<file path="config.mk">
export PLATFORM = sky130hd
export DESIGN_NAME = trapezoid_color_membership
export DESIGN_NICKNAME = d
export VERILOG_FILES = /design/src/rtl/core/tcm_pkg.sv /design/src/rtl/core/tcm_member_stage.sv /design/src/rtl/core/tcm_product.sv /design/src/rtl/core/tcm_divider.sv /design/src/rtl/core/trapezoid_color_membership.sv
export SDC_FILE = /design/constraint.sdc
export NUM_CORES = 2
export LEC_CHECK = 0
export BUFFER_PORTS_ARGS = -buffer_cell sky130_fd_sc_hd__buf_2
export CAP_MARGIN = 20
export CORE_AREA = 3 3 373 375
export DETAILED_ROUTE_END_ITERATION = 10
export DIE_AREA = 0 0 376 378
export PLACE_DENSITY = 0.65
export SLEW_MARGIN = 10
export SYNTH_ARGS = -nofsm -noshare
export SYNTH_HDL_FRONTEND = slang
export SYNTH_SLANG_ARGS = --single-unit
export TNS_END_PERCENT = 10
</file>
<file path="constraint.sdc">
create_clock -name clk -period 44.3 [get_ports clk]
set_clock_uncertainty 0.15 [all_clocks]
set_input_delay 8.86 -clock clk [delete_from_list [all_inputs] [get_ports clk]]
set_output_delay 8.86 -clock clk [all_outputs]
set_load 0.05 [all_outputs]
</file>
<file path="src/rtl/core/tcm_pkg.sv">
// ----------------------------------------------------------------------------
// tcm_pkg - shared types and constants for the trapezoid colour membership
// Breakpoint and ratio layouts, widths, register indexes and reset values.
// ----------------------------------------------------------------------------
package tcm_pkg;

  // Field widths
  localparam int PIX_W     = 8;
  localparam int BP_W      = 9;
  localparam int NUM_CHAN  = 3;
  localparam int SCORE_W   = 8;
  localparam int REG_W     = 4 * BP_W;
  localparam int CFG_IDX_W = 2;

  // Datapath widths: two 9-bit products, three 9-bit products, times 255
  localparam int PROD2_W   = 2 * BP_W;
  localparam int PROD3_W   = 3 * BP_W;
  localparam int SCALED_W  = PROD3_W + SCORE_W;

  // One quotient bit per divider stage
  localparam int DIV_STAGES = SCORE_W;
  // Member stage, two multiplier stages, scale stage, divider stages
  localparam int PIPE_DEPTH = 4 + DIV_STAGES;

  // Register indexes
  localparam logic [CFG_IDX_W-1:0] CFG_CHAN0 = 2'd0;
  localparam logic [CFG_IDX_W-1:0] CFG_CHAN1 = 2'd1;
  localparam logic [CFG_IDX_W-1:0] CFG_CHAN2 = 2'd2;

  typedef logic [PIX_W-1:0] pix_t;

  // Breakpoints packed as e[35:27] g[26:18] f[17:9] s[8:0]
  typedef struct packed {
    logic [BP_W-1:0] e;
    logic [BP_W-1:0] g;
    logic [BP_W-1:0] f;
    logic [BP_W-1:0] s;
  } bp_t;

  // Membership as numerator over denominator, num <= den, den >= 1
  typedef struct packed {
    logic [BP_W-1:0] num;
    logic [BP_W-1:0] den;
  } ratio_t;

  // Reset breakpoints (s,f,g,e): 10,80,150,240 / 130,140,160,175 / 130,150,170,175
  localparam bp_t CHAN0_BP_RST = 36'd32251617290;
  localparam bp_t CHAN1_BP_RST = 36'd23530117250;
  localparam bp_t CHAN2_BP_RST = 36'd23532743810;

endpackage

</file>
<file path="src/rtl/core/tcm_member_stage.sv">
// ----------------------------------------------------------------------------
// tcm_member_stage - trapezoid membership of each channel
// First pipeline stage: picks the trapezoid segment and registers num/den.
// ----------------------------------------------------------------------------
module tcm_member_stage import tcm_pkg::*; (
  input  logic   clk,
  input  logic   rst,
  input  logic   adv,
  input  logic   in_valid,
  input  pix_t   pix   [NUM_CHAN],
  input  bp_t    bp    [NUM_CHAN],
  output logic   out_valid,
  output ratio_t ratio [NUM_CHAN]
);

  // Segment tests in fixed order: above top, falling ramp, flat, rising ramp
  function automatic ratio_t trap_member(bp_t b, pix_t v);
    logic [BP_W-1:0] vx;
    ratio_t          r;
    vx = {1'b0, v};
    priority if (vx >= b.e) begin
      r.num = '0;
      r.den = BP_W'(1);
    end else if (vx >= b.g) begin
      r.num = b.e - vx - BP_W'(1);
      r.den = b.e - b.g;
    end else if (vx >= b.f) begin
      r.num = BP_W'(1);
      r.den = BP_W'(1);
    end else if (vx >= b.s) begin
      r.num = vx - b.s + BP_W'(1);
      r.den = b.f - b.s;
    end else begin
      r.num = '0;
      r.den = BP_W'(1);
    end
    return r;
  endfunction

  // Valid bit
  always_ff @(posedge clk) begin
    if (rst) begin
      out_valid <= 1'b0;
    end else if (adv) begin
      out_valid <= in_valid;
    end
  end

  // Ratios
  always_ff @(posedge clk) begin
    if (adv) begin
      for (int i = 0; i < NUM_CHAN; i++) begin
        ratio[i] <= trap_member(bp[i], pix[i]);
      end
    end
  end

endmodule

</file>
<file path="src/rtl/core/tcm_product.sv">
// ----------------------------------------------------------------------------
// tcm_product - products of the three memberships and scaling by 255
// Three stages: pairwise product, triple product, numerator times 255.
// ----------------------------------------------------------------------------
module tcm_product import tcm_pkg::*; (
  input  logic                clk,
  input  logic                rst,
  input  logic                adv,
  input  logic                in_valid,
  input  ratio_t              ratio [NUM_CHAN],
  output logic                out_valid,
  output logic [SCALED_W-1:0] scaled_num,
  output logic [PROD3_W-1:0]  den
);

  logic [2:0]          vld;
  logic [PROD2_W-1:0]  num01;
  logic [PROD2_W-1:0]  den01;
  ratio_t              r2;
  logic [PROD3_W-1:0]  num012;
  logic [PROD3_W-1:0]  den012;

  // Valid bits
  always_ff @(posedge clk) begin
    if (rst) begin
      vld <= '0;
    end else if (adv) begin
      vld <= {vld[1:0], in_valid};
    end
  end

  // Stage A: channel 0 times channel 1
  always_ff @(posedge clk) begin
    if (adv) begin
      num01 <= PROD2_W'(ratio[0].num) * PROD2_W'(ratio[1].num);
      den01 <= PROD2_W'(ratio[0].den) * PROD2_W'(ratio[1].den);
      r2    <= ratio[2];
    end
  end

  // Stage B: times channel 2
  always_ff @(posedge clk) begin
    if (adv) begin
      num012 <= PROD3_W'(num01) * PROD3_W'(r2.num);
      den012 <= PROD3_W'(den01) * PROD3_W'(r2.den);
    end
  end

  // Stage C: 255 * num as (num << 8) - num
  always_ff @(posedge clk) begin
    if (adv) begin
      scaled_num <= {num012, SCORE_W'(0)} - SCALED_W'(num012);
      den        <= den012;
    end
  end

  assign out_valid = vld[2];

endmodule

</file>
<file path="src/rtl/core/tcm_divider.sv">
// ----------------------------------------------------------------------------
// tcm_divider - pipelined restoring divider, one quotient bit per stage
// Numerator is below 256 times the denominator, so the quotient fits 8 bits.
// ----------------------------------------------------------------------------
module tcm_divider import tcm_pkg::*; (
  input  logic                clk,
  input  logic                rst,
  input  logic                adv,
  input  logic                in_valid,
  input  logic [SCALED_W-1:0] num,
  input  logic [PROD3_W-1:0]  den,
  output logic                out_valid,
  output logic [SCORE_W-1:0]  quotient
);

  // Stage registers; the last stage keeps only quotient and valid
  logic [SCALED_W-1:0] rem_q [DIV_STAGES-1];
  logic [PROD3_W-1:0]  den_q [DIV_STAGES-1];
  logic [SCORE_W-1:0]  quo_q [DIV_STAGES];
  logic                vld_q [DIV_STAGES];

  for (genvar i = 0; i < DIV_STAGES; i++) begin : g_stage
    localparam int K = DIV_STAGES - 1 - i;

    logic [SCALED_W-1:0] rem_src;
    logic [PROD3_W-1:0]  den_src;
    logic [SCORE_W-1:0]  quo_src;
    logic                vld_src;
    logic [SCALED_W-1:0] den_shift;
    logic                take;

    // Source: the ports for the first stage, the previous stage otherwise
    if (i == 0) begin : g_first
      assign rem_src = num;
      assign den_src = den;
      assign quo_src = '0;
      assign vld_src = in_valid;
    end else begin : g_next
      assign rem_src = rem_q[i-1];
      assign den_src = den_q[i-1];
      assign quo_src = quo_q[i-1];
      assign vld_src = vld_q[i-1];
    end

    // Trial subtract of den << K
    assign den_shift = SCALED_W'(den_src) << K;
    assign take      = (rem_src >= den_shift);

    always_ff @(posedge clk) begin
      if (rst) begin
        vld_q[i] <= 1'b0;
      end else if (adv) begin
        vld_q[i] <= vld_src;
      end
    end

    always_ff @(posedge clk) begin
      if (adv) begin
        quo_q[i] <= quo_src | (SCORE_W'(take) << K);
      end
    end

    if (i < DIV_STAGES - 1) begin : g_carry
      always_ff @(posedge clk) begin
        if (adv) begin
          rem_q[i] <= take ? (rem_src - den_shift) : rem_src;
          den_q[i] <= den_src;
        end
      end
    end
  end

  assign out_valid = vld_q[DIV_STAGES-1];
  assign quotient  = quo_q[DIV_STAGES-1];

endmodule

</file>
<file path="src/rtl/core/trapezoid_color_membership.sv">
// ----------------------------------------------------------------------------
// trapezoid_color_membership - fuzzy colour score of one Lab pixel
// Trapezoid membership per channel, product of the three, and
// floor(255 * product) by exact integer division.
// ----------------------------------------------------------------------------
//  channel  signals                                  direction
//  in       in_valid/in_ready, lum_value, chroma_a,  into block
//           chroma_b
//  out      out_valid/out_ready, membership_score    out of block
//  cfg      cfg_valid/cfg_ready, cfg_index, cfg_data into block
//
// One item per clock while results are taken; membership stage, two multiplier
// stages, scale stage and eight divider stages, one quotient bit each.
// The whole pipeline holds while the output register is full and not taken,
// so in_ready follows out_ready combinationally.
// Reset (synchronous) empties the pipeline and loads the default breakpoints;
// no item or register write is taken while rst is high.
// ----------------------------------------------------------------------------
module trapezoid_color_membership import tcm_pkg::*; (
  input  logic                 clk,
  input  logic                 rst,
  input  logic                 in_valid,
  output logic                 in_ready,
  input  logic [PIX_W-1:0]     lum_value,
  input  logic [PIX_W-1:0]     chroma_a,
  input  logic [PIX_W-1:0]     chroma_b,
  output logic                 out_valid,
  input  logic                 out_ready,
  output logic [SCORE_W-1:0]   membership_score,
  input  logic                 cfg_valid,
  output logic                 cfg_ready,
  input  logic [CFG_IDX_W-1:0] cfg_index,
  input  logic [REG_W-1:0]     cfg_data
);

  bp_t                 bp [NUM_CHAN];
  pix_t                pix [NUM_CHAN];
  logic                adv;
  logic                mem_valid;
  ratio_t              ratio [NUM_CHAN];
  logic                prod_valid;
  logic [SCALED_W-1:0] scaled_num;
  logic [PROD3_W-1:0]  den;

  // Pipeline moves whenever the output register is free or being taken
  assign adv       = !out_valid || out_ready;
  assign in_ready  = adv && !rst;
  assign cfg_ready = !rst;

  // Breakpoint registers
  always_ff @(posedge clk) begin
    if (rst) begin
      bp[0] <= CHAN0_BP_RST;
      bp[1] <= CHAN1_BP_RST;
      bp[2] <= CHAN2_BP_RST;
    end else if (cfg_valid && cfg_ready) begin
      unique case (cfg_index)
        CFG_CHAN0: bp[0] <= cfg_data;
        CFG_CHAN1: bp[1] <= cfg_data;
        CFG_CHAN2: bp[2] <= cfg_data;
        default: ;
      endcase
    end
  end

  assign pix[0] = lum_value;
  assign pix[1] = chroma_a;
  assign pix[2] = chroma_b;

  // Stage 1: memberships
  tcm_member_stage u_member (
    .clk       (clk),
    .rst       (rst),
    .adv       (adv),
    .in_valid  (in_valid && in_ready),
    .pix       (pix),
    .bp        (bp),
    .out_valid (mem_valid),
    .ratio     (ratio)
  );

  // Stages 2-4: products and scaling
  tcm_product u_product (
    .clk        (clk),
    .rst        (rst),
    .adv        (adv),
    .in_valid   (mem_valid),
    .ratio      (ratio),
    .out_valid  (prod_valid),
    .scaled_num (scaled_num),
    .den        (den)
  );

  // Stages 5-12: division; last stage is the output register
  tcm_divider u_divider (
    .clk       (clk),
    .rst       (rst),
    .adv       (adv),
    .in_valid  (prod_valid),
    .num       (scaled_num),
    .den       (den),
    .out_valid (out_valid),
    .quotient  (membership_score)
  );

endmodule

</file>
==> qor.txt <==
outcome - complete, no violations
Post-synth EDFFs - 702
I/O pin total - 78
MaxCap Viol Count - 0
die width - 376 um
ANT nets after route - 0
mux share of post-synthesis cell area - 0.7167%
layout cell share with drive strength beyond 1 - 4.830%
sequential fraction of the synthesis area - 38.17%
Die Y - 378 um
row cnt - 135
Initial Utilization - 45.05%
Syn Std Cell Area - 0.06110 mm^2
Levels on crit path - 4
Fmax - 0.05252 GHz
nets@finish - 7137
R2R depth - 18
Max stage delay on crit path - 600 ps
Max FO, Critical Path - 73
Worst setup endpoint - cfg_ready
WP data arrival - 10030 ps
cell family with most CP delay - buffers and inverters
clock buffer depth - 3
slew margin rel. - 30.33%
Filler cells - 12360
H-tree Lvls - 3
Die Footprint - 0.1421 mm^2
Synth Area in XOR/XNOR - 4.814%
Simple-Gate Fraction of Synth Area - 12.84%
synth top area cells - edfxtp_1, ha_1, fa_1
Tcrit/Tclk final - 42.98%
CP max stage cell - buf_4
CTS resizes - 0
worst-margin pin slew - 1019 ps
worst reg2reg setup slack - 38330 ps
most frequent cells in the layout - inv_1, edfxtp_1, nand2_1, ha_1, a21oi_1
Critical Path Start - rst
RSZ-0062 raised after global routing - false
CTS tree - built
initial antenna violation count - 9
Syn Area/Cell - 10.01 um^2
final wirelength - 136.2 mm
first-pass GRT wire length - 220.9 mm
area grow syn2layout - 8.336%
Worst Setup End Kind - output port
wire per inst - 17.07 um
clock transition at the registers of the reported paths - 60 ps
Cells after Synth - 6102
synthesized flop and latch total - 814
fin. max-slew vios - 0
Crit Path Class - input pin to output port
Final Hold Viols - 0
Vias/cell - 5.312
Worst IR Drop VDD - 37.25 uV
post-route cell area - 0.06619 mm^2
Setup Total Neg Slack - 0 ps
post-synthesis compound-gate area fraction - 13.23%
clock sink count - 814
Worst Setup Start Kind - input pin
Hold WC Path Type - register to register
post-synth top area cell - edfxtp_1
largest net degree at the start of global routing - 185
DR pass1 iterations - 6
Async SR Flop Fraction - 0%
Post-DP HPWL - 106.7 mm
minimum clock period - 19040 ps
post-synthesis adder-cell area fraction - 23.81%
Vias - 42370
PwrDens - 65.47 mW/mm^2
reg-to-reg endpoint - u_product.den012[26]
leak pwr - 28.82 nW
most frequent CP cell - buf_2
CTS buffer count - 91
Most used DFF post-synth - edfxtp_1
Core Area - 0.1356 mm^2
PortBufs - 77
post-CTS setup buffer count - 0
grt total ovfl - 0
vias in the first global route - 42920
final setup vio count - 0
Post-CTS Hold Fix Bufs - 0
Tot GR Track Use - 19.25%
gp weighted congestion - 0.9147
Post-route DRC - 0
multi-input logic area - 0.03389 mm^2
synth warn - 0
worst hold stages - 0
most common cell after layout, fill and taps aside - inv_1
Worst Path Buf+Inv - 4
Worst Path Required - 35290 ps
storage element area - 0.02332 mm^2
worst skew pair latency - 690 ps
Iteration-0 DRC Markers - 2120
Critical R2R Launch - u_product.r2[0]
Mapped Nets - 7121
CTS Root Buffer Type - clkbuf_16
Synth top area share - 34.50%
largest family of logic cells by synthesized area - adder cells
unique cell type count in the Yosys netlist - 99
critical path, cell by cell - buf_2, buf_4, clkinv_1, buf_2
Placed Area - 0.06324 mm^2
stage by stage:
step	hold slack, ps	setup slack (ps)	std cells	utilization [%]	total power (W)
global route	267.7	25160	7973	48.80	0.004694
detailed placement	255.2	25270	7806	46.63	0.003593
floorplan	250.3	14500	6102	-	0.003060
finish	263.9	25260	7976	48.80	0.004333
global placement	251.1	25220	7806	46.63	0.003541
CTS	261.7	25260	7972	48.80	0.004358
power by group:
group / switching [W] / internal, W
clock network: 0.000318 / 0.000427
logic: 0.00122 / 0.000937
registers: 0.000199 / 0.00123
routing by layer:
metal	vias to the layer above	GRT usage, %	wire length (um)
met4	10	7.839	5800
met5	-	0	59
li1	20940	-	-
met3	272	2.773	4523
met1	20390	21.13	53500
met2	752	36.96	72270
registers in the layout, indices dropped and copies added (netlist names), 8 cells and up:
register,count
u_divider.rem_q,245
u_product.num01,18
u_product.den01,18
u_member.ratio,54
u_divider.den_q,189
u_product.num012,27
u_product.scaled_num,35
u_divider.vld_q,8
u_divider.quo_q,36
bp,108
u_product.den012,27
u_product.den,27
u_product.r2,18
how the worst min path moves through the flow:
stage	startpoint	to
detailed placement	u_divider.quo_q[1][7]	u_divider.quo_q[1][15]
floorplan	u_divider.quo_q[0][7]	u_divider.quo_q[0][15]
finish	u_divider.quo_q[0][14]	u_divider.quo_q[0][22]
CTS	u_member.ratio[8]	u_product.r2[8]
global placement	u_product.den012[5]	u_product.den[5]
global route	u_divider.quo_q[0][14]	u_divider.quo_q[0][22]
final cells by class:
cell class,instances,area share (%)
multi-input cells,4248,51.19
flip-flops and latches,814,35.23
inverters,866,4.922
clock buffers,120,3.748
well taps,1781,3.366
repair buffers,97,0.8279
clock inverters,46,0.6975
diodes,4,0.01512
synth_stat cells, types with 10 or more instances:
library cell    n
nor2b_1        52
o21ai_1        18
and2_1        231
buf_2          14
mux2i_1        10
inv_1         863
nand2_1       692
clkbuf_1      148
fa_1          351
a211o_1        15
xor2_1        120
dfxtp_1       112
nor4_1         22
nand3_1        67
or3_1          36
nand2b_1       64
a21boi_0       15
a31oi_1        28
mux2_2         23
edfxtp_1      702
and3_1         32
or2_2          14
o21bai_1       46
o211ai_1       54
o21ai_0       230
a21o_1        172
a2111oi_0      11
o22ai_1        20
buf_1          11
o31a_1         14
nor2_1        270
a211oi_1       39
nand4_1        39
a21oi_1       425
o21a_1         50
o31ai_1        23
nor3_1         79
ha_1          601
xnor2_1       214
cells by family after synthesis:
group | count (synthesis)
DFF | 814
buffers and inverters | 1040
muxes | 40
adders and majority gates | 952
xor gates and xnor gates | 335
and+or+nand+nor | 1650
AOI/OAI and AO/OA | 1271
(Power assumes the default switching activity.)
